<file path="config.mk">
export PLATFORM = sky130hd
export DESIGN_NAME = json_token_scanner
export DESIGN_NICKNAME = d
export VERILOG_FILES = /design/src/sv/jts_pkg.sv /design/src/sv/jts_lexer.sv /design/src/sv/jts_out_fifo.sv /design/src/sv/json_token_scanner.sv
export SDC_FILE = /design/constraint.sdc
export NUM_CORES = 1
export LEC_CHECK = 0
export BUFFER_PORTS_ARGS = -buffer_cell sky130_fd_sc_hd__buf_2
export CORE_UTILIZATION = 42
export CTS_CLUSTER_DIAMETER = 80
export DETAILED_ROUTE_END_ITERATION = 7
export GPL_TIMING_DRIVEN = 0
export PLACE_DENSITY_LB_ADDON = 0.2
export SLEW_MARGIN = 40
export SYNTH_ARGS = -nofsm -noshare
export SYNTH_HDL_FRONTEND = slang
export SYNTH_SLANG_ARGS = --single-unit
</file>
<file path="constraint.sdc">
create_clock -name clk -period 4.3 [get_ports clk]
set_input_delay 0.43 -clock clk [delete_from_list [all_inputs] [get_ports clk]]
set_output_delay 0.43 -clock clk [all_outputs]
set_load 0.05 [all_outputs]
</file>
<file path="src/sv/jts_pkg.sv">
`timescale 1ns / 1ps
// ----------------------------------------------------------------------------
// jts_pkg
// Types, codes and helper functions shared by the JSON token scanner.
// ----------------------------------------------------------------------------
package jts_pkg;

  typedef enum logic [3:0] {
    MODE_START = 4'd0,
    MODE_INT   = 4'd1,
    MODE_REAL  = 4'd2,
    MODE_STR   = 4'd3,
    MODE_ESC   = 4'd4,
    MODE_TRUE  = 4'd5,
    MODE_FALSE = 4'd6,
    MODE_NULL  = 4'd7
  } mode_t;

  typedef enum logic [3:0] {
    TOK_EOS    = 4'd0,
    TOK_LBRACE = 4'd1,
    TOK_RBRACE = 4'd2,
    TOK_LBRACK = 4'd3,
    TOK_RBRACK = 4'd4,
    TOK_COMMA  = 4'd5,
    TOK_COLON  = 4'd6,
    TOK_INT    = 4'd7,
    TOK_REAL   = 4'd8,
    TOK_BOOL   = 4'd9,
    TOK_STRING = 4'd10,
    TOK_NULL   = 4'd11
  } tok_t;

  typedef enum logic [2:0] {
    ERR_NONE   = 3'd0,
    ERR_SYNTAX = 3'd1,
    ERR_NUMBER = 3'd2,
    ERR_BOOL   = 3'd3,
    ERR_NULL   = 3'd4,
    ERR_STRING = 3'd5
  } err_t;

  typedef struct packed {
    logic       text_valid;
    logic [7:0] text_char;
    logic       token_done;
    tok_t       token_type;
    err_t       error_code;
    logic       last;
  } res_t;

  typedef struct packed {
    logic       emit;
    res_t       res;
    mode_t      mode;
    logic [2:0] pos;
  } start_t;

  localparam logic [7:0] CH_NUL = 8'h00;

  function automatic res_t mk_res(logic tv, logic [7:0] ch, logic dn, tok_t ty, err_t e);
    res_t r;
    r.text_valid = tv;
    r.text_char  = tv ? ch : 8'h00;
    r.token_done = dn;
    r.token_type = dn ? ty : TOK_EOS;
    r.error_code = e;
    r.last       = 1'b0;
    return r;
  endfunction

  function automatic logic is_digit(logic [7:0] c);
    return (c >= "0") && (c <= "9");
  endfunction

  function automatic start_t start_token(logic [7:0] c);
    start_t s;
    s.emit = 1'b1;
    s.mode = MODE_START;
    s.pos  = 3'd0;
    s.res  = mk_res(1'b0, c, 1'b0, TOK_EOS, ERR_NONE);
    if (c inside {8'h0A, 8'h0D, 8'h09, 8'h20}) begin
      s.emit = 1'b0;
    end else begin
      case (c)
        CH_NUL: s.res = mk_res(1'b0, c, 1'b1, TOK_EOS, ERR_NONE);
        "{":    s.res = mk_res(1'b1, c, 1'b1, TOK_LBRACE, ERR_NONE);
        "}":    s.res = mk_res(1'b1, c, 1'b1, TOK_RBRACE, ERR_NONE);
        "[":    s.res = mk_res(1'b1, c, 1'b1, TOK_LBRACK, ERR_NONE);
        "]":    s.res = mk_res(1'b1, c, 1'b1, TOK_RBRACK, ERR_NONE);
        ",":    s.res = mk_res(1'b1, c, 1'b1, TOK_COMMA, ERR_NONE);
        ":":    s.res = mk_res(1'b1, c, 1'b1, TOK_COLON, ERR_NONE);
        "\"": begin
          s.emit = 1'b0;
          s.mode = MODE_STR;
        end
        ".": begin
          s.res  = mk_res(1'b1, c, 1'b0, TOK_EOS, ERR_NONE);
          s.mode = MODE_REAL;
        end
        "t", "f", "n": begin
          s.res  = mk_res(1'b1, c, 1'b0, TOK_EOS, ERR_NONE);
          s.mode = (c == "t") ? MODE_TRUE : ((c == "f") ? MODE_FALSE : MODE_NULL);
          s.pos  = 3'd1;
        end
        default: begin
          if ((c == "-") || is_digit(c)) begin
            s.res  = mk_res(1'b1, c, 1'b0, TOK_EOS, ERR_NONE);
            s.mode = MODE_INT;
          end else begin
            s.res = mk_res(1'b0, c, 1'b0, TOK_EOS, ERR_SYNTAX);
          end
        end
      endcase
    end
    return s;
  endfunction

  function automatic logic [2:0] word_len(mode_t m);
    return (m == MODE_FALSE) ? 3'd5 : 3'd4;
  endfunction

  function automatic logic [7:0] word_char(mode_t m, logic [2:0] p);
    logic [7:0] ch;
    ch = 8'h00;
    case (m)
      MODE_TRUE: begin
        case (p)
          3'd0:    ch = "t";
          3'd1:    ch = "r";
          3'd2:    ch = "u";
          3'd3:    ch = "e";
          default: ch = 8'h00;
        endcase
      end
      MODE_FALSE: begin
        case (p)
          3'd0:    ch = "f";
          3'd1:    ch = "a";
          3'd2:    ch = "l";
          3'd3:    ch = "s";
          3'd4:    ch = "e";
          default: ch = 8'h00;
        endcase
      end
      default: begin
        case (p)
          3'd0:    ch = "n";
          3'd1:    ch = "u";
          3'd2:    ch = "l";
          3'd3:    ch = "l";
          default: ch = 8'h00;
        endcase
      end
    endcase
    return ch;
  endfunction

endpackage

</file>
<file path="src/sv/jts_lexer.sv">
`timescale 1ns / 1ps
// ----------------------------------------------------------------------------
// jts_lexer
// Scan state and per-character transition; yields up to two results a step.
// ----------------------------------------------------------------------------
module jts_lexer (
  input  logic          clk,
  input  logic          rst_n,
  input  logic          step_en,
  input  logic [7:0]    char_in,
  output logic [1:0]    res_cnt,
  output jts_pkg::res_t res0,
  output jts_pkg::res_t res1
);

  jts_pkg::mode_t  mode_r, mode_nxt;
  logic [2:0]      pos_r, pos_nxt;
  jts_pkg::start_t st;
  logic            term;
  logic            word_hit;
  logic [2:0]      wlen;

  always_ff @(posedge clk) begin
    if (!rst_n) begin
      mode_r <= jts_pkg::MODE_START;
      pos_r  <= 3'd0;
    end else if (step_en) begin
      mode_r <= mode_nxt;
      pos_r  <= pos_nxt;
    end
  end

  always_comb begin
    st       = jts_pkg::start_token(char_in);
    term     = (char_in inside {8'h0A, 8'h0D, 8'h09, 8'h20, 8'h00, ",", "}", "]"});
    wlen     = jts_pkg::word_len(mode_r);
    word_hit = (pos_r < wlen) && (char_in == jts_pkg::word_char(mode_r, pos_r));
    mode_nxt = mode_r;
    pos_nxt  = pos_r;
    res_cnt  = 2'd0;
    res0     = '0;
    res1     = '0;
    case (mode_r)
      jts_pkg::MODE_INT, jts_pkg::MODE_REAL: begin
        if (term) begin
          res0 = jts_pkg::mk_res(1'b0, char_in, 1'b1,
                   (mode_r == jts_pkg::MODE_INT) ? jts_pkg::TOK_INT : jts_pkg::TOK_REAL,
                   jts_pkg::ERR_NONE);
          mode_nxt = st.mode;
          pos_nxt  = st.pos;
          res1     = st.res;
          res_cnt  = st.emit ? 2'd2 : 2'd1;
        end else if (jts_pkg::is_digit(char_in)) begin
          res0    = jts_pkg::mk_res(1'b1, char_in, 1'b0, jts_pkg::TOK_EOS, jts_pkg::ERR_NONE);
          res_cnt = 2'd1;
        end else if ((char_in == ".") && (mode_r == jts_pkg::MODE_INT)) begin
          res0     = jts_pkg::mk_res(1'b1, char_in, 1'b0, jts_pkg::TOK_EOS, jts_pkg::ERR_NONE);
          res_cnt  = 2'd1;
          mode_nxt = jts_pkg::MODE_REAL;
        end else begin
          res0     = jts_pkg::mk_res(1'b0, char_in, 1'b0, jts_pkg::TOK_EOS, jts_pkg::ERR_NUMBER);
          res_cnt  = 2'd1;
          mode_nxt = jts_pkg::MODE_START;
          pos_nxt  = 3'd0;
        end
      end
      jts_pkg::MODE_STR: begin
        res_cnt = 2'd1;
        if (char_in == jts_pkg::CH_NUL) begin
          res0     = jts_pkg::mk_res(1'b0, char_in, 1'b0, jts_pkg::TOK_EOS, jts_pkg::ERR_STRING);
          mode_nxt = jts_pkg::MODE_START;
          pos_nxt  = 3'd0;
        end else if (char_in == "\"") begin
          res0     = jts_pkg::mk_res(1'b0, char_in, 1'b1, jts_pkg::TOK_STRING, jts_pkg::ERR_NONE);
          mode_nxt = jts_pkg::MODE_START;
        end else begin
          res0 = jts_pkg::mk_res(1'b1, char_in, 1'b0, jts_pkg::TOK_EOS, jts_pkg::ERR_NONE);
          if (char_in == "\\") begin
            mode_nxt = jts_pkg::MODE_ESC;
          end
        end
      end
      jts_pkg::MODE_ESC: begin
        res_cnt = 2'd1;
        if (char_in inside {"\"", "\\", "/", "b", "f", "n", "r", "t", "u"}) begin
          res0     = jts_pkg::mk_res(1'b1, char_in, 1'b0, jts_pkg::TOK_EOS, jts_pkg::ERR_NONE);
          mode_nxt = jts_pkg::MODE_STR;
        end else begin
          res0     = jts_pkg::mk_res(1'b0, char_in, 1'b0, jts_pkg::TOK_EOS, jts_pkg::ERR_STRING);
          mode_nxt = jts_pkg::MODE_START;
          pos_nxt  = 3'd0;
        end
      end
      jts_pkg::MODE_TRUE, jts_pkg::MODE_FALSE, jts_pkg::MODE_NULL: begin
        res_cnt = 2'd1;
        if (!word_hit) begin
          res0 = jts_pkg::mk_res(1'b0, char_in, 1'b0, jts_pkg::TOK_EOS,
                   (mode_r == jts_pkg::MODE_NULL) ? jts_pkg::ERR_NULL : jts_pkg::ERR_BOOL);
          mode_nxt = jts_pkg::MODE_START;
          pos_nxt  = 3'd0;
        end else if (pos_r + 3'd1 == wlen) begin
          res0 = jts_pkg::mk_res(1'b1, char_in, 1'b1,
                   (mode_r == jts_pkg::MODE_NULL) ? jts_pkg::TOK_NULL : jts_pkg::TOK_BOOL,
                   jts_pkg::ERR_NONE);
          mode_nxt = jts_pkg::MODE_START;
          pos_nxt  = 3'd0;
        end else begin
          res0    = jts_pkg::mk_res(1'b1, char_in, 1'b0, jts_pkg::TOK_EOS, jts_pkg::ERR_NONE);
          pos_nxt = pos_r + 3'd1;
        end
      end
      default: begin
        mode_nxt = st.mode;
        pos_nxt  = st.pos;
        res0     = st.res;
        res_cnt  = st.emit ? 2'd1 : 2'd0;
      end
    endcase
    if (res_cnt == 2'd1) begin
      res0.last = 1'b1;
    end else if (res_cnt == 2'd2) begin
      res1.last = 1'b1;
    end
  end

  a_pos_words_only: assert property (@(posedge clk) disable iff (!rst_n)
    (mode_r != jts_pkg::MODE_TRUE && mode_r != jts_pkg::MODE_FALSE &&
     mode_r != jts_pkg::MODE_NULL) |-> pos_r == 3'd0)
    else $error("letter position set outside a word");

  a_error_restart: assert property (@(posedge clk) disable iff (!rst_n)
    (step_en && res_cnt != 2'd0 && res0.error_code != jts_pkg::ERR_NONE)
    |=> (mode_r == jts_pkg::MODE_START && pos_r == 3'd0))
    else $error("scanner did not return to start after an error");

  a_pair_is_number_end: assert property (@(posedge clk) disable iff (!rst_n)
    (res_cnt == 2'd2) |-> (res0.token_done && !res0.text_valid &&
     (res0.token_type == jts_pkg::TOK_INT || res0.token_type == jts_pkg::TOK_REAL)))
    else $error("two results without a number end");

endmodule

</file>
<file path="src/sv/jts_out_fifo.sv">
`timescale 1ns / 1ps
// ----------------------------------------------------------------------------
// jts_out_fifo
// Four-entry result queue: up to two writes and one read per cycle.
// ----------------------------------------------------------------------------
module jts_out_fifo (
  input  logic          clk,
  input  logic          rst_n,
  input  logic [1:0]    push_cnt,
  input  jts_pkg::res_t push0,
  input  jts_pkg::res_t push1,
  output logic          room,
  output logic          out_valid,
  input  logic          out_stall,
  output jts_pkg::res_t out_res
);

  localparam int Depth = 4;
  localparam int PtrW  = $clog2(Depth);

  jts_pkg::res_t   mem_r [Depth];
  logic [PtrW-1:0] wr_ptr_r, rd_ptr_r;
  logic [PtrW:0]   count_r, count_nxt;
  logic            pop;

  assign out_valid = (count_r != '0);
  assign out_res   = mem_r[rd_ptr_r];
  assign pop       = out_valid && !out_stall;
  assign room      = (count_r <= (PtrW+1)'(Depth - 2));
  assign count_nxt = count_r + (PtrW+1)'(push_cnt) - (PtrW+1)'(pop);

  always_ff @(posedge clk) begin
    if (push_cnt != 2'd0) begin
      mem_r[wr_ptr_r] <= push0;
    end
    if (push_cnt == 2'd2) begin
      mem_r[wr_ptr_r + PtrW'(1)] <= push1;
    end
  end

  always_ff @(posedge clk) begin
    if (!rst_n) begin
      wr_ptr_r <= '0;
      rd_ptr_r <= '0;
      count_r  <= '0;
    end else begin
      wr_ptr_r <= wr_ptr_r + PtrW'(push_cnt);
      rd_ptr_r <= rd_ptr_r + PtrW'(pop);
      count_r  <= count_nxt;
    end
  end

  a_count_bound: assert property (@(posedge clk) disable iff (!rst_n)
    count_r <= (PtrW+1)'(Depth))
    else $error("result queue overfilled");

  a_push_needs_room: assert property (@(posedge clk) disable iff (!rst_n)
    (push_cnt != 2'd0) |-> room)
    else $error("result pushed without room");

endmodule

</file>
<file path="src/sv/json_token_scanner.sv">
`timescale 1ns / 1ps
// ----------------------------------------------------------------------------
// json_token_scanner
// Streaming JSON lexer, one character per input beat.
// ----------------------------------------------------------------------------
// Each character beat is taken into an input register, scanned there, and its
// zero, one or two result beats go into a four-entry result queue. A new
// character is taken every cycle while the queue has room for two results;
// characters then pass through the result queue to the result port. Sustained
// rate is one character per cycle while each causes at most one result and the
// output is not stalled; the port moves one beat per unstalled cycle, so
// a character that ends a number and starts a punctuator gives two results.
// ----------------------------------------------------------------------------
module json_token_scanner (
  input  logic       clk,
  input  logic       rst_n,
  input  logic       in_valid,
  output logic       in_stall,
  input  logic [7:0] in_char_in,
  output logic       out_valid,
  input  logic       out_stall,
  output logic       out_text_valid,
  output logic [7:0] out_text_char,
  output logic       out_token_done,
  output logic [3:0] out_token_type,
  output logic [2:0] out_error_code,
  output logic       out_last
);

  logic          hold_v_r, hold_v_nxt;
  logic [7:0]    hold_char_r;
  logic          room;
  logic          step_en;
  logic [1:0]    res_cnt;
  jts_pkg::res_t res0, res1, out_res;

  assign step_en  = hold_v_r && room;
  assign in_stall = hold_v_r && !room;

  always_comb begin
    hold_v_nxt = hold_v_r;
    if (in_valid && !in_stall) begin
      hold_v_nxt = 1'b1;
    end else if (step_en) begin
      hold_v_nxt = 1'b0;
    end
  end

  always_ff @(posedge clk) begin
    if (!rst_n) begin
      hold_v_r <= 1'b0;
    end else begin
      hold_v_r <= hold_v_nxt;
    end
  end

  always_ff @(posedge clk) begin
    if (in_valid && !in_stall) begin
      hold_char_r <= in_char_in;
    end
  end

  jts_lexer u_lexer (
    .clk     (clk),
    .rst_n   (rst_n),
    .step_en (step_en),
    .char_in (hold_char_r),
    .res_cnt (res_cnt),
    .res0    (res0),
    .res1    (res1)
  );

  jts_out_fifo u_fifo (
    .clk       (clk),
    .rst_n     (rst_n),
    .push_cnt  (step_en ? res_cnt : 2'd0),
    .push0     (res0),
    .push1     (res1),
    .room      (room),
    .out_valid (out_valid),
    .out_stall (out_stall),
    .out_res   (out_res)
  );

  assign out_text_valid = out_res.text_valid;
  assign out_text_char  = out_res.text_char;
  assign out_token_done = out_res.token_done;
  assign out_token_type = out_res.token_type;
  assign out_error_code = out_res.error_code;
  assign out_last       = out_res.last;

  a_stall_only_when_full: assert property (@(posedge clk) disable iff (!rst_n)
    in_stall |-> (hold_v_r && !room))
    else $error("input stalled with room in queue");

  a_held_beat_steps: assert property (@(posedge clk) disable iff (!rst_n)
    (hold_v_r && room) |=> (!hold_v_r || $past(in_valid)))
    else $error("held character beat not consumed");

  a_idle_no_push: assert property (@(posedge clk) disable iff (!rst_n)
    !hold_v_r |-> !step_en)
    else $error("scanner stepped without a character");

endmodule
</file>
Word-level counts from Yosys, hierarchy flattened
Memories as Yosys holds them, arrays and structs flattened. A register that Yosys moved wholly into a read port is not among the register bits.
Index checks and enable logic that the tools add are counted.
{"block": "totals", "ramBits": 72, "register_bits": 23, "elab_cells": 151, "output_inout_bits": 20, "n_memories": 1, "input_bits": 12}
{"block": "op_classes", "order_cmp": 4, "n_mux": 62, "eq_ne": 43, "n_reduce_logical": 28, "addsub": 6}
{"memory": "u_fifo.mem_r", "words": 4, "width": 18, "read_ports": 1, "rd_clocked_by_memory_dff": 1, "write_ports": 2, "line": "jts_out_fifo.sv:21", "rtl": "jts_pkg::res_t mem_r [Depth];"}
{"op": "2-to-1 mux 18 bit", "n": 10}
{"op": "one-hot mux 18 bit (9 select lines)", "n": 1}
{"op": "== test 8 x 7 -> 1 bit (second input constant)", "n": 11}
{"op": "one-hot mux 18 bit (4 select lines)", "n": 1}
{"op": "== test 8 x 6 -> 1 bit (second input constant)", "n": 7}
{"op": "2-to-1 mux 4 bit", "n": 9}
{"op": "one-hot mux 7 bit (5 select lines)", "n": 1}
{"op": "one-hot mux 4 bit (4 select lines)", "n": 2}
{"op": "one-hot mux 7 bit (4 select lines)", "n": 1}
{"op": "2-to-1 mux 25 bit", "n": 1}
{"op": "== test 8 x 4 -> 1 bit (second input constant)", "n": 3}
{"op": "2-to-1 mux 3 bit", "n": 8}
{"op": "one-hot mux 7 bit (3 select lines)", "n": 1}
{"op": "== test 4 x 3 -> 1 bit (second input constant)", "n": 4}
{"op": "2-to-1 mux 1 bit", "n": 16}
{"op": "one-hot mux 8 bit (2 select lines)", "n": 1}
{"op": "2-to-1 mux 2 bit", "n": 7}
{"op": "one-hot mux 3 bit (4 select lines)", "n": 1}
{"op": "2-to-1 mux 9 bit", "n": 1}
{"op": "nonzero test 9 bit", "n": 1}
{"op": "== test 4 x 2 -> 1 bit (second input constant)", "n": 2}
{"op": "== test 8 bit", "n": 1}
{"op": ">= comparator 8 x 6 -> 1 bit (second input constant)", "n": 1}
{"op": "less-or-equal comparator 8 x 6 -> 1 bit (second input constant)", "n": 1}
{"op": "37 further kinds", "n": 51}

Logic depth before layout (Yosys ltp)
{"block": "depth", "ltp_word": 10, "ltp_mapped": 15, "ltp_nobuf": 14}

Cells and area by module
A second synthesis with hierarchy kept.
{"block": "unflattened", "hier_cells": 520, "hier_area_um2": 6067.1}
{"module": "jts_out_fifo", "instances": 1, "cells_per_inst": 221, "seq_area_each_um2": 2302.2, "area_per_inst_um2": 3912.5}
{"module": "jts_lexer", "instances": 1, "cells_per_inst": 284, "seq_area_each_um2": 120.1, "area_per_inst_um2": 1848.0}
{"module": "json_token_scanner", "instances": 1, "cells_per_inst": 15, "seq_area_each_um2": 260.2, "area_per_inst_um2": 306.5}

Worst setup path before layout
No wires, ideal clock.
{"block": "synth_path", "path_kind": "register -> register", "startpoint": "reg hold_char_r[0]", "endpoint": "reg u_fifo.count_r[2]", "n_path_buf": 1, "arrival_ns": 3.141, "stages_incl_launch_ff": 16, "path_slack_ns": 1.041, "setup_time_ns": 0.118, "required_ns": 4.182, "period_less_slack_ns": 3.259, "path_cell_list": "edfxtp_1 > buf_6 > or4b_4 > a2111oi_4 > nand2_2 > nand2_1 > nand2_1 > nand3_1 > ha_1 > inv_1 > ha_1 > inv_1 > fa_1 > xnor2_1 > xnor2_1 > nor2_1"}
{"block": "synth_via", "elab_chain_cells": 9, "elab_cells_between_ends": 20, "cone_classes": "add/sub: 2; eq/ne: 8; mux: 7; reduce/logical: 3"}
{"element": "from (decl)", "line": "json_token_scanner.sv:31", "rtl": "logic [7:0] hold_char_r;"}
{"element": "from (signal assigned)", "line": "json_token_scanner.sv:59", "rtl": "hold_char_r <= in_char_in;"}
{"element": "== test 8 x 4 -> 1 bit, or another cell as far along", "line": "jts_pkg.sv:82, jts_lexer.sv:35"}
{"element": "nonzero test 4 bit or 2-to-1 mux 1 bit (tied branches)", "line": "jts_pkg.sv:82, jts_pkg.sv:85"}
{"element": "2-to-1 mux 1 bit", "line": "jts_pkg.sv:82", "rtl": "if (c inside {8'h0A, 8'h0D, 8'h09, 8'h20}) begin"}
{"element": "2-to-1 mux 2 bit", "line": "jts_lexer.sv:52", "rtl": "res_cnt = st.emit ? 2'd2 : 2'd1;"}
{"element": "2-to-1 mux 2 bit", "line": "jts_lexer.sv:45", "rtl": "if (term) begin"}
{"element": "one-hot mux 2 bit (2 select lines) *", "line": "jts_lexer.sv:43", "rtl": "case (mode_r)"}
{"element": "2-to-1 mux 2 bit *", "line": "json_token_scanner.sv:76", "rtl": ".push_cnt (step_en ? res_cnt : 2'd0),"}
{"element": "adder 3 x 2 -> 3 bit *", "line": "jts_out_fifo.sv:30", "rtl": "assign count_nxt = count_r + (PtrW+1)'(push_cnt) - (PtrW+1)'(pop);"}
{"element": "subtractor 3 x 1 -> 3 bit *", "line": "jts_out_fifo.sv:30"}
{"element": "to (signal assigned)", "line": "jts_out_fifo.sv:49", "rtl": "count_r <= count_nxt;"}
{"element": "to (decl)", "line": "jts_out_fifo.sv:23", "rtl": "logic [PtrW:0] count_r, count_nxt;"}
Mark *: on every way between the ends. The rest lies on a longest branch, timed or not.
A chain may end at the register's enable or synchronous reset.

==> impl_results.md <==
- Status: completed
- Die ar.: 0.0137 mm^2
- Post-synth net total: 571
- Root buf cell: clkbuf_16
- Hold buffer count at cts: 0
- Gpl congestion: 0.878
- Hold Path Depth: 1
- GRT Util Overall: 0.243
- Final setup fails: 0
- NumNets Final: 613
- Syn Inst Count: 547
- Post-synthesis register bit count: 94
- Post-synth EDFFs: 68
- Reg-to-reg startpoint: hold_char_r[6]
- Commonest non-fill, non-tap cells in the layout: edfxtp_1, nor2_1, nand2_1, buf_2, clkbuf_1
- Synth area leader: edfxtp_1
- VDD IR-drop max: about 0.21 mV
- Hpwl dp: 11600 um
- Main area contributors after synthesis: edfxtp_1, dfxtp_1, mux4_2
- Largest net degree at the start of global routing: 17
- Register area share after synthesis: 0.459
- Worst skew pair latency: 350 ps
- Core ar.: 0.0128 mm^2
- Number of global-route vias before repair: 4361
- Residual DRC count: 0
- Worst Hold Class: input pin to flip-flop
- Via density: a little over 6
- Die span in y: 117 um
- Final Hold Vio Count: 0
- Average cell area after synthesis: 10.2 um^2
- CTS max path bufs: 2
- Worst Tran Pin Value: 818 ps
- H-tree depth: 3
- Routed WL: 15600 um
- Crit path required time: 4280 ps
- Postcts setup bufs: 0
- Arr. time, crit path: 3900 ps
- Total negative slack: 0 ps
- Final setup skew: 12.0 ps
- Reg-to-reg endpoint: u_fifo.mem_r[1][11]
- First-pass GRT wire length: 24400 um
- Clock buffer count from CTS: 9
- Ys Warns: 0
- Post-Synth Simple-Gate Area: 0.197
- Reg2Reg Setup Slack: 380 ps
- CTS tree: yes
- CP Max Fanout: 15
- Die X: around 120 um
- Reg area: ~0.0026 mm^2
- Commonest non-fill, non-tap cell in the layout: edfxtp_1
- FF-to-FF path depth: 9
- Startpoint class of the critical path: flip-flop
- Final period utilization: 0.912
- Main synth FF type: edfxtp_1
- PortBufs: 31
- Crit Path Class: flip-flop to flip-flop
- Max cap viols: 0
- Minimum clock period: 3920 ps
- Final ANT Viol Nets: 0
- Proportion of layout cells with a drive suffix above 1: 0.167
- Post-synthesis mux area share: 0.0727
- Hold Path End: hold_char_r[3]
- Area occupied by multi-input gates: around 0.0028 mm^2
- Achievable frequency: 255 MHz
- Antenna violations before repair: 0
- Fill cells: 1192
- DR vias: 4701
- Starting DRC count in detailed routing: 453
- Largest family of logic cells by synthesized area: simple AND/OR/NAND/NOR gates
- Rel. slew slack: 0.455
- Ys async rst share: 0
- Compound-Gate Fraction of Synth Area: 0.190
- P_leak: roughly 0.0021 uW
- # rows: 41
- Hold path start: in_char_in[3]
- Starting Density: 0.437
- Dpl ws: 370 ps
- CTS Sinks: 94
- # diodes: 0
- Area grow syn2layout: 12.2%
- Unrepaired setup endpoints after global routing: false
- Top cell type's share of synthesized area: 0.366
- Pre-antenna DRT Iters: 6
- Crit. End Element: flip-flop
- Reg clk slew, reported paths: approximately 70 ps
- Wirelength per Cell: 20.4 um
- IO Pins: 32
- Post-cts resize count: 0
- P per Cell Area: 485 mW/mm^2
- Synth Area in XOR/XNOR: 0.0126
- Fin. max-slew vios: 0
- Setup WS post-layout: 379 ps
- Mapped cell area: between 0.005 and 0.006 mm^2
- GRT overflow: 0
- Yosys cell types: 71
- Post-synthesis adder-cell area fraction: 0.0283
==> through the flow <==
step	util	cell area (um^2)	instances	hold slack (ps)	power (uW)
2_1_floorplan	-	5580	547	436	1990
3_3_place_gp	0.466	5950	750	444	2230
3_5_place_dp	0.466	5960	750	466	2250
4_1_cts	0.489	6250	766	247	3050
5_1_grt	0.490	6260	766	244	3190
6_report	0.490	6260	766	252	3030
==> where the power goes <==
| part | switching, uW | internal, uW |
|---|---|---|
| clock | 351 | 455 |
| combinational | 764 | 358 |
| sequential | 43.4 | 1060 |
==> layout make-up <==
type / count / share of cell area
multi-input cells: 397 / 0.448
flip-flops and latches: 94 / 0.409
clock buffers: 10 / 0.0366
well taps: 172 / 0.0344
plain buffers: 41 / 0.0276
repair buffers: 31 / 0.0248
clock inverters: 6 / 0.0106
inverters: 15 / 0.00899
==> how the worst max path moves through the flow <==
stage,startpoint,end,slack [ps],depth (start not counted)
after floorplan,hold_char_r[0],u_fifo.count_r[2],1040,15
after global placement,hold_char_r[6],u_fifo.mem_r[1][12],400,9
after detailed placement,hold_char_r[6],u_fifo.mem_r[1][12],370,9
after CTS,hold_char_r[6],u_fifo.mem_r[1][12],340,9
after global routing,hold_char_r[1],u_fifo.mem_r[0][12],170,10
final,hold_char_r[6],u_fifo.mem_r[1][11],380,9
==> per-layer routing <==
| layer | track usage | up-vias | part of all wire |
|---|---|---|---|
| met4 | 0.0751 | 0 | 0.021 |
| met3 | 0.0386 | 22 | 0.058 |
| met5 | 0 | - | 0 |
| met1 | 0.325 | 2292 | 0.44 |
| met2 | 0.403 | 187 | 0.48 |
| li1 | - | 2200 | - |
==> synth_stat cells (all sizes together) (3+ instances only) <==
cell,number
and4,3
a31oi,4
nand2,53
nand2b,8
nand4,7
nor2,54
a31o,11
o22ai,18
a21oi,23
and2,5
edfxtp,68
a21o,4
nor4b,4
or3,8
a41oi,3
clkbuf,33
mux4,18
a32o,5
nor2b,9
o31ai,9
o211ai,4
o32ai,5
ha,11
dfxtp,26
nor3,13
nand3,26
buf,8
a221oi,3
o21a,6
nor4,6
nor3b,4
o21ai,27
xnor2,7
inv,14
and3,6
a211oi,5
==> registers in the layout, summed over array words and instances (netlist names) <==
register         cells
hold_char_r          8
u_fifo.mem_r        72
hold_v_r             1
u_lexer.pos_r        3
u_fifo.count_r       3
u_fifo.rd_ptr_r      2
u_lexer.mode_r       3
u_fifo.wr_ptr_r      2
==> worst max-delay path, cell delays in order, from the launching register on <==
cell and delay, ps:
edfxtp_1 350, clkbuf_1 240, or4b_4 560, a2111oi_4 540
nand2_2 250, a21boi_4 270, nand2_2 140, or3_4 370
buf_2 210, nand2_1 600
==> cells by family after synthesis <==
family / count (synthesis)
AND/OR/NAND/NOR: 215
multiplexers: 18
AO/OA/AOI/OAI: 144
buffers and inverters: 56
flip-flops: 94
XOR/XNOR: 8
adder cells (fa/ha/maj): 12
Power figures use the tool's default switching activity.
